`src/design/tvhm_pkg.sv`:
```
// ----------------------------------------------------------------------------
// tvhm_pkg
// shared types and constants of the three-view hit matcher
// ----------------------------------------------------------------------------
`default_nettype none

package tvhm_pkg;

  localparam int ENERGY_W = 16;
  localparam int PLACE_W = 10;
  localparam int INDEX_W = 6;
  localparam int COUNT_W = 5;

  localparam int DEF_PEAK_SLOTS = 4;
  localparam int DEF_PLACE_BITS = 10;
  localparam int DEF_SUM_BITS = 12;

  // hit index packing u*16 + v*4 + w
  localparam int U_SHIFT = 4;
  localparam int V_SHIFT = 2;

  localparam int APB_ADDR_W = 3;
  localparam int APB_DATA_W = 32;
  localparam int REG_SEL_BIT = 2;
  localparam logic REG_WINDOW_LOW = 1'b0;
  localparam logic REG_WINDOW_HIGH = 1'b1;
  localparam int WINDOW_HIGH_RESET = 4095;

  typedef struct packed {
    logic [ENERGY_W-1:0] energy_first;
    logic [PLACE_W-1:0]  place_first;
    logic [ENERGY_W-1:0] energy_second;
    logic [PLACE_W-1:0]  place_second;
    logic [ENERGY_W-1:0] energy_third;
    logic [PLACE_W-1:0]  place_third;
  } tvhm_in_t;

  typedef struct packed {
    logic [INDEX_W-1:0]  hit_index;
    logic [ENERGY_W-1:0] hit_energy_first;
    logic [ENERGY_W-1:0] hit_energy_second;
    logic [ENERGY_W-1:0] hit_energy_third;
    logic [PLACE_W-1:0]  hit_place_first;
    logic [PLACE_W-1:0]  hit_place_second;
    logic [PLACE_W-1:0]  hit_place_third;
    logic [COUNT_W-1:0]  count_first;
    logic [COUNT_W-1:0]  count_second;
    logic [COUNT_W-1:0]  count_third;
    logic                last_hit;
  } tvhm_out_t;

  typedef struct packed {
    logic load;
    logic clear_counts;
    logic count_step;
    logic emit_step;
  } tvhm_cmd_t;

  typedef struct packed {
    logic load_last;
    logic count_last;
    logic emit_last;
    logic out_free;
  } tvhm_status_t;

endpackage

`default_nettype wire

```
`src/design/tvhm_datapath.sv`:
```
// ----------------------------------------------------------------------------
// tvhm_datapath
// slot storage, per-row window check over lanes, peak counters and hit register
// ----------------------------------------------------------------------------
`default_nettype none

module tvhm_datapath import tvhm_pkg::*; #(
  parameter int PEAK_SLOTS = DEF_PEAK_SLOTS,
  parameter int PLACE_BITS = DEF_PLACE_BITS,
  parameter int SUM_BITS = DEF_SUM_BITS
) (
  input  wire logic                clk,
  input  wire logic                rst_n,
  input  wire tvhm_in_t            in_data,
  input  wire tvhm_cmd_t           cmd,
  input  wire logic [SUM_BITS-1:0] window_low,
  input  wire logic [SUM_BITS-1:0] window_high,
  input  wire logic                out_ready,
  output tvhm_status_t             status,
  output logic                     out_valid,
  output tvhm_out_t                out_data
);

  localparam int SLOT_W = $clog2(PEAK_SLOTS);
  localparam int SUMW = PLACE_BITS + 2;
  localparam int CMP_W = (SUMW > SUM_BITS) ? SUMW : SUM_BITS;
  localparam logic [SLOT_W-1:0] LAST_SLOT = SLOT_W'(PEAK_SLOTS - 1);

  logic [ENERGY_W-1:0]   en_u_r [PEAK_SLOTS];
  logic [ENERGY_W-1:0]   en_v_r [PEAK_SLOTS];
  logic [ENERGY_W-1:0]   en_w_r [PEAK_SLOTS];
  logic [PLACE_BITS-1:0] pl_u_r [PEAK_SLOTS];
  logic [PLACE_BITS-1:0] pl_v_r [PEAK_SLOTS];
  logic [PLACE_BITS-1:0] pl_w_r [PEAK_SLOTS];
  logic [COUNT_W-1:0]    cnt_u_r [PEAK_SLOTS];
  logic [COUNT_W-1:0]    cnt_v_r [PEAK_SLOTS];
  logic [COUNT_W-1:0]    cnt_w_r [PEAK_SLOTS];
  logic [PEAK_SLOTS-1:0] acc_mask_r [PEAK_SLOTS][PEAK_SLOTS];

  logic [SLOT_W-1:0] slot_r, slot_nxt;
  logic [SLOT_W-1:0] cu_r, cu_nxt;
  logic [SLOT_W-1:0] cv_r, cv_nxt;
  logic [SLOT_W-1:0] cw_r, cw_nxt;

  logic                  out_valid_r, out_valid_nxt;
  tvhm_out_t             out_data_r;
  tvhm_out_t             hit;
  logic [CMP_W-1:0]      lane_sum [PEAK_SLOTS];
  logic [PEAK_SLOTS-1:0] lane_acc;
  logic [COUNT_W-1:0]    row_cnt;
  logic                  uv_nz;
  logic                  hit_ok;

  // window check for one (u, v) row, one lane per w slot
  always_comb begin
    uv_nz = (en_u_r[cu_r] != '0) && (en_v_r[cv_r] != '0);
    row_cnt = '0;
    for (int j = 0; j < PEAK_SLOTS; j++) begin
      lane_sum[j] = CMP_W'(pl_u_r[cu_r]) + CMP_W'(pl_v_r[cv_r]) + CMP_W'(pl_w_r[j]);
      lane_acc[j] = uv_nz && (en_w_r[j] != '0)
                    && (lane_sum[j] >= CMP_W'(window_low))
                    && (lane_sum[j] <= CMP_W'(window_high));
      row_cnt = row_cnt + COUNT_W'(lane_acc[j]);
    end
  end

  // combination counters
  always_comb begin
    slot_nxt = slot_r;
    cu_nxt = cu_r;
    cv_nxt = cv_r;
    cw_nxt = cw_r;
    if (cmd.load) begin
      slot_nxt = (slot_r == LAST_SLOT) ? '0 : slot_r + 1'b1;
    end
    if (cmd.count_step || (cmd.emit_step && cw_r == LAST_SLOT)) begin
      if (cv_r == LAST_SLOT) begin
        cv_nxt = '0;
        cu_nxt = (cu_r == LAST_SLOT) ? '0 : cu_r + 1'b1;
      end else begin
        cv_nxt = cv_r + 1'b1;
      end
    end
    if (cmd.emit_step) begin
      cw_nxt = (cw_r == LAST_SLOT) ? '0 : cw_r + 1'b1;
    end
  end

  always_ff @(posedge clk) begin
    if (!rst_n) begin
      slot_r <= '0;
      cu_r <= '0;
      cv_r <= '0;
      cw_r <= '0;
    end else begin
      slot_r <= slot_nxt;
      cu_r <= cu_nxt;
      cv_r <= cv_nxt;
      cw_r <= cw_nxt;
    end
  end

  // slot storage
  always_ff @(posedge clk) begin
    if (cmd.load) begin
      en_u_r[slot_r] <= in_data.energy_first;
      en_v_r[slot_r] <= in_data.energy_second;
      en_w_r[slot_r] <= in_data.energy_third;
      pl_u_r[slot_r] <= PLACE_BITS'(in_data.place_first);
      pl_v_r[slot_r] <= PLACE_BITS'(in_data.place_second);
      pl_w_r[slot_r] <= PLACE_BITS'(in_data.place_third);
    end
  end

  // peak use counters and acceptance mask
  always_ff @(posedge clk) begin
    if (!rst_n || cmd.clear_counts) begin
      for (int i = 0; i < PEAK_SLOTS; i++) begin
        cnt_u_r[i] <= '0;
        cnt_v_r[i] <= '0;
        cnt_w_r[i] <= '0;
      end
    end else if (cmd.count_step) begin
      cnt_u_r[cu_r] <= cnt_u_r[cu_r] + row_cnt;
      cnt_v_r[cv_r] <= cnt_v_r[cv_r] + row_cnt;
      for (int j = 0; j < PEAK_SLOTS; j++) begin
        cnt_w_r[j] <= cnt_w_r[j] + COUNT_W'(lane_acc[j]);
      end
    end
  end

  always_ff @(posedge clk) begin
    if (cmd.count_step) begin
      acc_mask_r[cu_r][cv_r] <= lane_acc;
    end
  end

  // hit formation
  always_comb begin
    hit_ok = acc_mask_r[cu_r][cv_r][cw_r];
    hit.hit_index = (INDEX_W'(cu_r) << U_SHIFT) | (INDEX_W'(cv_r) << V_SHIFT)
                    | INDEX_W'(cw_r);
    hit.hit_energy_first = hit_ok ? en_u_r[cu_r] : '0;
    hit.hit_energy_second = hit_ok ? en_v_r[cv_r] : '0;
    hit.hit_energy_third = hit_ok ? en_w_r[cw_r] : '0;
    hit.hit_place_first = hit_ok ? PLACE_W'(pl_u_r[cu_r]) : '0;
    hit.hit_place_second = hit_ok ? PLACE_W'(pl_v_r[cv_r]) : '0;
    hit.hit_place_third = hit_ok ? PLACE_W'(pl_w_r[cw_r]) : '0;
    hit.count_first = cnt_u_r[cu_r];
    hit.count_second = cnt_v_r[cv_r];
    hit.count_third = cnt_w_r[cw_r];
    hit.last_hit = (cu_r == LAST_SLOT) && (cv_r == LAST_SLOT) && (cw_r == LAST_SLOT);
  end

  // output register
  always_comb begin
    out_valid_nxt = out_valid_r;
    if (cmd.emit_step) begin
      out_valid_nxt = 1'b1;
    end else if (out_ready) begin
      out_valid_nxt = 1'b0;
    end
  end

  always_ff @(posedge clk) begin
    if (!rst_n) begin
      out_valid_r <= 1'b0;
    end else begin
      out_valid_r <= out_valid_nxt;
    end
  end

  always_ff @(posedge clk) begin
    if (cmd.emit_step) begin
      out_data_r <= hit;
    end
  end

  assign status.load_last = (slot_r == LAST_SLOT);
  assign status.count_last = (cu_r == LAST_SLOT) && (cv_r == LAST_SLOT);
  assign status.emit_last = hit.last_hit;
  assign status.out_free = !out_valid_r || out_ready;

  assign out_valid = out_valid_r;
  assign out_data = out_data_r;

endmodule

`default_nettype wire

```
`src/design/tvhm_ctrl.sv`:
```
// ----------------------------------------------------------------------------
// tvhm_ctrl
// sequencer for slot loading, row counting and hit emission
// ----------------------------------------------------------------------------
`default_nettype none

module tvhm_ctrl import tvhm_pkg::*; (
  input  wire logic         clk,
  input  wire logic         rst_n,
  input  wire logic         in_valid,
  input  wire tvhm_status_t status,
  output logic              in_ready,
  output tvhm_cmd_t         cmd
);

  localparam logic [1:0] ST_LOAD = 2'd0;
  localparam logic [1:0] ST_COUNT = 2'd1;
  localparam logic [1:0] ST_EMIT = 2'd2;

  logic [1:0] state_r, state_nxt;

  always_comb begin
    in_ready = (state_r == ST_LOAD);
    cmd.load = in_valid && (state_r == ST_LOAD);
    cmd.clear_counts = cmd.load && status.load_last;
    cmd.count_step = (state_r == ST_COUNT);
    cmd.emit_step = (state_r == ST_EMIT) && status.out_free;
  end

  always_comb begin
    state_nxt = state_r;
    case (state_r)
      ST_LOAD: begin
        if (cmd.clear_counts) begin
          state_nxt = ST_COUNT;
        end
      end
      ST_COUNT: begin
        if (status.count_last) begin
          state_nxt = ST_EMIT;
        end
      end
      ST_EMIT: begin
        if (cmd.emit_step && status.emit_last) begin
          state_nxt = ST_LOAD;
        end
      end
      default: begin
        state_nxt = ST_LOAD;
      end
    endcase
  end

  always_ff @(posedge clk) begin
    if (!rst_n) begin
      state_r <= ST_LOAD;
    end else begin
      state_r <= state_nxt;
    end
  end

endmodule

`default_nettype wire

```
`src/design/three_view_hit_matcher_core.sv`:
```
// ----------------------------------------------------------------------------
// three_view_hit_matcher_core
// three-view hit matcher: loads PEAK_SLOTS slots per event, checks every
// u/v/w combination against the coordinate window and emits one hit each
// ----------------------------------------------------------------------------
// sequence: after the last slot transaction of an event, the u/v rows are
//   checked, one u/v row of w lanes per cycle, then one hit per cycle is
//   emitted through the output register, held by output stalls; slots are
//   loaded serially, and the next event waits until the last hit is emitted
// reset: synchronous, clears slot pointer, sequencer, counters and low
//   window reg, and sets the high window reg to WINDOW_HIGH_RESET
`default_nettype none

module three_view_hit_matcher_core import tvhm_pkg::*; #(
  parameter int PEAK_SLOTS = DEF_PEAK_SLOTS,
  parameter int PLACE_BITS = DEF_PLACE_BITS,
  parameter int SUM_BITS = DEF_SUM_BITS
) (
  input  wire logic                  clk,
  input  wire logic                  rst_n,
  input  wire logic                  in_valid,
  output logic                       in_ready,
  input  wire tvhm_in_t              in_data,
  output logic                       out_valid,
  input  wire logic                  out_ready,
  output tvhm_out_t                  out_data,
  input  wire logic                  psel,
  input  wire logic                  penable,
  input  wire logic                  pwrite,
  input  wire logic [APB_ADDR_W-1:0] paddr,
  input  wire logic [APB_DATA_W-1:0] pwdata,
  output logic [APB_DATA_W-1:0]      prdata,
  output logic                       pready
);

  logic [SUM_BITS-1:0] window_low_r;
  logic [SUM_BITS-1:0] window_high_r;
  logic                reg_wr;
  logic                reg_sel;
  tvhm_cmd_t           cmd;
  tvhm_status_t        status;

  assign pready = 1'b1;
  assign reg_sel = paddr[REG_SEL_BIT];
  assign reg_wr = psel && penable && pwrite && pready;

  always_ff @(posedge clk) begin
    if (!rst_n) begin
      window_low_r <= '0;
      window_high_r <= SUM_BITS'(WINDOW_HIGH_RESET);
    end else if (reg_wr) begin
      if (reg_sel == REG_WINDOW_LOW) begin
        window_low_r <= pwdata[SUM_BITS-1:0];
      end else begin
        window_high_r <= pwdata[SUM_BITS-1:0];
      end
    end
  end

  assign prdata = (reg_sel == REG_WINDOW_HIGH) ? APB_DATA_W'(window_high_r)
                                               : APB_DATA_W'(window_low_r);

  tvhm_ctrl u_ctrl (
    .clk      (clk),
    .rst_n    (rst_n),
    .in_valid (in_valid),
    .status   (status),
    .in_ready (in_ready),
    .cmd      (cmd)
  );

  tvhm_datapath #(
    .PEAK_SLOTS (PEAK_SLOTS),
    .PLACE_BITS (PLACE_BITS),
    .SUM_BITS   (SUM_BITS)
  ) u_datapath (
    .clk         (clk),
    .rst_n       (rst_n),
    .in_data     (in_data),
    .cmd         (cmd),
    .window_low  (window_low_r),
    .window_high (window_high_r),
    .out_ready   (out_ready),
    .status      (status),
    .out_valid   (out_valid),
    .out_data    (out_data)
  );

endmodule

`default_nettype wire
```
`config.mk`:
```
export PLATFORM = sky130hd
export DESIGN_NAME = three_view_hit_matcher_core
export DESIGN_NICKNAME = d
export VERILOG_FILES = /design/src/design/tvhm_pkg.sv /design/src/design/tvhm_datapath.sv /design/src/design/tvhm_ctrl.sv /design/src/design/three_view_hit_matcher_core.sv
export SDC_FILE = /design/constraint.sdc
export NUM_CORES = 1
export LEC_CHECK = 0
export ABC_AREA = 0
export BUFFER_PORTS_ARGS = -buffer_cell sky130_fd_sc_hd__buf_2
export CORE_MARGIN = 3
export CORE_UTILIZATION = 40
export CTS_CLUSTER_DIAMETER = 200
export CTS_CLUSTER_SIZE = 12
export DETAILED_ROUTE_END_ITERATION = 12
export GPL_TIMING_DRIVEN = 0
export PLACE_DENSITY = 0.56
export SYNTH_ARGS = -nofsm -noshare
export SYNTH_HDL_FRONTEND = slang
export SYNTH_HIERARCHICAL = 1
export SYNTH_SLANG_ARGS = --single-unit
```
`constraint.sdc`:
```
create_clock -name clk -period 9.4 [get_ports clk]
set_input_delay 1.88 -clock clk [delete_from_list [all_inputs] [get_ports clk]]
set_output_delay 1.88 -clock clk [all_outputs]
set_load 0.01 [all_outputs]
```
==> results.md, run 1 <==
* CTS clk-pin slew, worst paths at about 0.060 ns
* Synth top area share at about 60%
* Initial antenna violation count at 12
* DRC at 0
* Place WS at -0.323 ns
* Via count at between 15000 and 20000
* Post-synth top area cell: edfxtp_1
* Placed instance area at a little under 30000 um^2
* HPWL after DPL at 48900 um
* Max-Cap Viols at 0
* DR WL/cell at ~23 um
* Area Growth Syn to Fin at 15.2%
* RR Endpoint: u_datapath/cnt_v_r[1][4]$_SDFFCE_PN0P_
* Initial drt markers at 1013
* Share of layout cells above drive strength 1 at around 22%
* First-pass GRT wire length at 101000 um
* FP Rows at 94
* CTS tree: done
* Largest net degree at the start of global routing at 49
* Die X at between 200 and 300 um
* Reg2reg path depth at 31
* Worst hold start: u_datapath/cw_r[1]$_SDFFE_PN0P_
* Total grt overflow at 0
* Clk_lat worst skew at 0.62 ns
* Clock tree root buffer cell: clkbuf_16
* I/O pins at 255
* Critical path launch point type: register
* Worst EP arrival at between 9 and 10 ns
* Crit path max fanout at 10
* Mapped Cells at approximately 1800
* Layout Nets at roughly 2400
* Yosys warns at 6
* WP data required at just under 10 ns
* Hold depth at 0
* Clock Skews at between 0.03 and 0.04 ns
* Clock sink total at around 580
* Number of global-route vias before repair at ~16000
* Finished Layout Cells at 2956
* Power per standard cell area at about 220 nW/um^2
* DR top layer: met5
* Hold Path Class: reg -> reg
* Flops & latches, synth at approximately 580
* Final cell area excluding filler cells at ~30000 um^2
* Critical path's most frequent cell: ha_1
* Unrepaired setup endpoints after global routing: false
* Antenna Nets Post-Route at 0
* Slew Viols, Final at 0
* Leakage at between 10 and 15 nW
* Slowest CP cell: mux4_2
* Core area at 66100 um^2
* Final worst path period share at roughly 94%
* R2R setup slack at 0.61 ns
* Primary FF master, synth: edfxtp_1
* Final hold viol count at 0
* Register area share after synthesis at a little over three fifths
* Drt first pass iters at 5
* Synth Area per Inst at 15.3 um^2
* Rel. slew slack at ~25%
* Post-synth EDFFs at roughly 540
* Port Buffers at around 210
* CTS Hold Buffers Added at 0
* Crit Path Class: reg -> reg
* Outcome: finished, final reports clean
* FMAX at roughly 110 MHz
* FFs w/ async S/R, synth at 0%
* Final Wtd Congestion at approximately 0.85
* Netlist cell types at 63
* H-tree level count at 2
* Cell Area, Synth at 26800 um^2
* Final Setup Violations at 0
* Met1 wire length at 28100 um
* Met3 wire length at approximately 2800 um
* Vias per cell at 5.28
* Die Area at 70100 um^2
* Total CTS buffers at between 50 and 60
* GRT Total Usage at between 10% and 20%
* Post-route core utilization at 46.7%
* CTS Buffer Depth at 3
* Most frequent cells in the layout: 536 x edfxtp_1, 232 x buf_2, 182 x ha_1, 84 x nor2_1, 83 x mux4_2
* Synth area leaders: edfxtp_1 60%, ha_1 8.5%, mux4_2 7.0%
* Total routed wirelength at ~67000 um
* Hold Path End: u_datapath/out_data[95]$_DFFE_PP_
* Most common cell after layout, fill and taps aside: edfxtp_1
* Placed Instances at about 2900
* Min setup slack post-route at around 0.6 ns
* Die Height at 265 um
* Initial Utilization at between 40% and 50%
* Max VDD drop at between 0.00015 and 0.0002 V
* Crit path time final at roughly 8.8 ns
* Largest stage delay, worst path at 0.61 ns
* Met2 wire len at about 34000 um
* Worst-margin pin slew at around 1.1 ns
* Post-route setup TNS at 0 ns
* Crit end category: register
==> power by group <==
group | switching, W | total (W) | internal (W)
logic | 0.00117 | 0.00194 | 0.000766
registers | 0.0000276 | 0.00300 | 0.00297
clock network | 0.000900 | 0.00195 | 0.00105
==> Yosys cell counts, drive strengths merged, types with 25 or more instances <==
library cell and instances:
and2 62, buf 49, edfxtp 536, mux2i 81, ha 182, dfxtp 39
inv 67, and3 27, clkbuf 26, nand2 71, a21oi 54, o21ai 39
nor2b 57, o22ai 28, mux4 83, xnor2 39, nor2 85, nor4 25
==> final cells by class <==
cell class              instances  area [um^2]
inverters                      67          251
diodes                          7         17.5
multi-input cells            1057         9420
well taps                     864         1080
plain buffers                  74          414
flip-flops and latches        575        16900
clock buffers                  83         1440
repair buffers                227         1320
clock inverters                 2         40.0
fillers                      5845        35200
==> logic make-up (layout without fill, tap and decap cells) <==
kind of cell	Yosys count	in the layout	synth area share [%]
compound gates	207	207	4.97
xor+xnor	60	60	1.96
fa+ha+maj	190	190	9.10
buf+inv	142	453	2.48
flops	575	575	63.0
mux	177	177	10.6
other cells	2	28	0.0280
simple gates	402	402	7.87
==> routing by layer <==
metal / vias to the layer above / GRT usage (%)
met5: - / 0
met4: 8 / 5.26
met3: 80 / 3.07
met2: 282 / 33.8
met1: 7941 / 24.3
li1: 7309 / -
==> state kept, by name, summed over array words and instances (netlist names), 2 cells and up, named ones only <==
| name | count |
|---|---|
| u_datapath/pl_v_r | 40 |
| u_datapath/en_u_r | 64 |
| u_datapath/cnt_v_r | 20 |
| u_datapath/out_data | 100 |
| u_datapath/cu_r | 2 |
| u_datapath/en_v_r | 64 |
| u_datapath/pl_w_r | 40 |
| u_datapath/en_w_r | 64 |
| u_datapath/cw_r | 2 |
| u_datapath/cv_r | 2 |
| u_ctrl/state_r | 2 |
| u_datapath/cnt_u_r | 20 |
| window_high_r | 12 |
| u_datapath/slot_r | 2 |
| u_datapath/cnt_w_r | 20 |
| u_datapath/acc_mask_r | 64 |
| window_low_r | 12 |
| u_datapath/pl_u_r | 40 |
==> stage by stage <==
step / total power, W / hold WS, ns
4_1_cts: 0.00689 / 0.471
2_1_floorplan: 0.00432 / 0.432
3_3_place_gp: 0.00484 / 0.462
5_1_grt: 0.00728 / 0.484
6_report: 0.00688 / 0.466
3_5_place_dp: 0.00492 / 0.459
==> worst max-delay path by stage <==
stage | from | end | cells after the start
final | register | u_datapath/cnt_v_r[1][4]$_SDFFCE_PN0P_ | 31
after global routing | register | u_datapath/cnt_u_r[1][4]$_SDFFCE_PN0P_ | 31
after CTS | register | u_datapath/cnt_v_r[1][4]$_SDFFCE_PN0P_ | 29
after detailed placement | register | u_datapath/cnt_v_r[1][4]$_SDFFCE_PN0P_ | 30
after global placement | register | u_datapath/cnt_v_r[1][4]$_SDFFCE_PN0P_ | 29
after floorplan | register | u_datapath/cnt_u_r[1][4]$_SDFFCE_PN0P_ | 29
==> repair_timing <==
action	4_1_cts	5_1_grt
pin swaps	0	2
hold endpoints to repair	0	0
gates resized for setup	3	10
setup endpoints to repair	30	32
buffers inserted	0	5
==> worst max-delay path, delay by kind of cell, from the launching register on <==
family	cells	cell delay, ns
adders and majority gates	7	2.20
buffers and inverters	4	1.08
DFF	1	0.32
and+or+nand+nor	4	0.54
AOI/OAI and AO/OA	13	3.29
muxes	1	0.61
xor gates and xnor gates	2	0.44
No activity file was read; power rests on OpenSTA's default activity.
==> inputs of run 2 (changes only) <==
Settings changed: CORE_MARGIN 3 to 5.
==> run 2 against run 1 <==
Net effect: power fell by 0.53%; clock skew shrank 0.0066 ns; first-iteration DRC count is 11% lower; fmax shrank 0.46%; largest cell class unchanged; critical endpoint is now u_datapath/cnt_v_r[2][4]$_SDFFCE_PN0P_; combinational power barely moved; flip-flop and latch count unchanged; hold slack improved by 0.0086 ns; clock power hardly changed.
==> results.md, run 2 (synthesis results as in run 1) <==
* Placed Instances at 2861 (+0.035%)
* Initial drt markers at 903 (-11%)
* Total CTS buffers at 53 (unchanged)
* Die Area at 72200 um^2 (+3.0%)
* Initial Utilization at 40.5% (unchanged)
* Drt first pass iters at 5 (unchanged)
* Crit end category: register
* Port Buffers at 211 (unchanged)
* Slew Viols, Final at 0 (unchanged)
* Largest stage delay, worst path at 0.63 ns (+0.02 ns)
* GRT Total Usage at 18.3% (-0.75 points)
* Clock sink total at 575 (unchanged)
* Leakage at 11.2 nW (-0.13%)
* Core area at 66100 um^2 (unchanged)
* Max-Cap Viols at 0 (unchanged)
* Clock Skews at 0.0258 ns (-0.00663 ns)
* CTS tree: done
* Switching pwr at 0.00210 W (-0.25%)
* DR WL/cell at 22.8 um (+0.91%)
* RR Endpoint: u_datapath/cnt_v_r[2][4]$_SDFFCE_PN0P_
* Clock tree root buffer cell: clkbuf_16
* R2R setup slack at 0.57 ns (-0.04 ns)
* Final worst path period share at 94.0% (+0.44 points)
* Worst EP arrival at 9.17 ns (+0.05 ns)
* Largest net degree at the start of global routing at 43 (-12%)
* Initial antenna violation count at 13 (+1)
* Comb pwr share at 27.8% (-0.4 points)
* Antenna Nets Post-Route at 0 (unchanged)
* Most common cell after layout, fill and taps aside: edfxtp_1
* Max reg flops at 100 (unchanged)
* Most frequent cells in the layout: 536 x edfxtp_1, 231 x buf_2, 182 x ha_1, 84 x nor2_1, 83 x mux4_2
* Clk_lat worst skew at 0.60 ns (-0.02 ns)
* Critical path launch point type: register
* WP buf/inv at 4 (unchanged)
* Hold WS at 0.475 ns (+0.00864 ns)
* Internal power at 0.00475 W (-0.66%)
* Final hold viol count at 0 (unchanged)
* Hold depth at 2 (+2)
* Unrepaired setup endpoints after global routing: false
* I/O pins at 255 (unchanged)
* Final Wtd Congestion at 0.870 (+2.4%)
* Via count at 15500 (-0.78%)
* Finished Layout Cells at 2951 (-0.17%)
* Total grt overflow at 0 (unchanged)
* First-pass GRT wire length at 100000 um (-1.1%)
* Switching Share at 30.6% (+0.088 points)
* Worst-margin pin slew at 1.19 ns (+0.0773 ns)
* FP Rows at 94 (unchanged)
* Post-CTS setup buffer count at 0 (unchanged)
* Crit path max fanout at 10 (unchanged)
* FMAX at 113 MHz (-0.46%)
* Slowest CP cell: mux4_2
* Die X at 269 um (+1.5%)
* Final Setup Violations at 0 (unchanged)
* DRC at 0 (unchanged)
* Vias per cell at 5.25 (-0.61%)
* CTS clk-pin slew, worst paths at 0.06 ns (about the same)
* Total routed wirelength at 67300 um (+0.74%)
* CTS Buffer Depth at 3 (unchanged)
* H-tree level count at 2 (unchanged)
* Layout Nets at 2361 (-0.17%)
* Reg2reg path depth at 31 (unchanged)
* Number of global-route vias before repair at 16200 (-1.3%)
* HPWL after DPL at 49800 um (+1.8%)
* Outcome: finished, final reports clean
* Final cell area excluding filler cells at 30800 um^2 (about the same)
* WP data required at 9.74 ns (about the same)
* Crit Path Class: reg -> reg
* Critical path's most frequent cell: ha_1
* Power per standard cell area at 222 nW/um^2 (-0.47%)
* Worst hold start: window_low_r[3]$_SDFFE_PN0P_
* Post-route core utilization at 46.7% (about the same)
* Placed instance area at 29300 um^2 (about the same)
* Rel. slew slack at 20.1% (-5.2 points)
* Die Height at 269 um (+1.5%)
* Power, Total at 0.00685 W (-0.53%)
* Area Growth Syn to Fin at 15.1% (about the same)
* Clk pwr share at 28.4% (about the same)
* Hold Path Class: reg -> reg
* Max VDD drop at 0.000193 V (+6.3%)
* Cell family with most CP delay: compound AO/OA/AOI/OAI gates
* Crit path time final at 8.83 ns (+0.0409 ns)
* CTS Hold Buffers Added at 0 (unchanged)
* Share of layout cells above drive strength 1 at 21.5% (-0.10 points)
* Part of the power in registers at 43.8% (+0.2 points)
* Hold Path End: window_low_r[3]$_SDFFE_PN0P_
-- run 2: changes by cell type in the layout (fill, tap and decap cells not counted), sizes merged --
cell,before,now
inv,69,67
diode,7,6
buf,275,271
clkinv,0,2
-- run 2: repair_timing --
action	in CTS	in global routing
pin swaps	0	1
resized for setup	3	13
endpoints found under the hold margin	0	0
endpoints found under the setup margin	24	32
-- run 2: worst max-delay path by stage --
stage | from | endpoint | cells past startpoint
detailed placement | register | u_datapath/cnt_v_r[2][4]$_SDFFCE_PN0P_ | 30
finish | register | u_datapath/cnt_v_r[2][4]$_SDFFCE_PN0P_ | 31
floorplan | register | u_datapath/cnt_u_r[1][4]$_SDFFCE_PN0P_ | 29
global placement | register | u_datapath/cnt_v_r[2][4]$_SDFFCE_PN0P_ | 29
global route | register | u_datapath/cnt_v_r[3][4]$_DFFE_PP_ | 32
CTS | register | u_datapath/cnt_v_r[2][4]$_SDFFCE_PN0P_ | 30
-- run 2: layout make-up --
cell class	instances	area (um^2)
sequential	575	16900
clock buffer	83	1440
antenna	6	15.0
clock inverter	2	46.3
buffer	74	414
multi-input combinational	1057	9430
tap	864	1080
timing repair buffer	223	1290
fill	5835	35300
inverter	67	251
-- run 2: metrics by stage --
stage / worst slack [ns] / setup TNS, ns
after floorplan: 0.908 / 0
after global placement: -2.95 / -191.28
after detailed placement: -0.196 / -2.01
after CTS: 0.0441 / 0
after global routing: 0.0341 / 0
final: 0.568 / 0
-- run 2: power by group through the flow --
stage / Combinational (W) / Sequential, W / Clock, W
6_report: 0.00191 / 0.00300 / 0.00194
4_1_cts: 0.00189 / 0.00300 / 0.00200
2_1_floorplan: 0.00127 / 0.00305 / 0
3_5_place_dp: 0.00186 / 0.00306 / 0
5_1_grt: 0.00213 / 0.00300 / 0.00211
3_3_place_gp: 0.00177 / 0.00307 / 0
-- run 2: layer usage --
layer	GRT usage, %	share of wire (%)
met5	0	0.088
met4	3.94	1.8
met3	3.18	5.0
met2	32.8	52
met1	23.5	41
-- run 2: tightest hold or removal path: stages (launching register included) --
cell	delay [ns]
dfxtp_1	0.32
nand2_1	0.05
mux2i_1	0.05
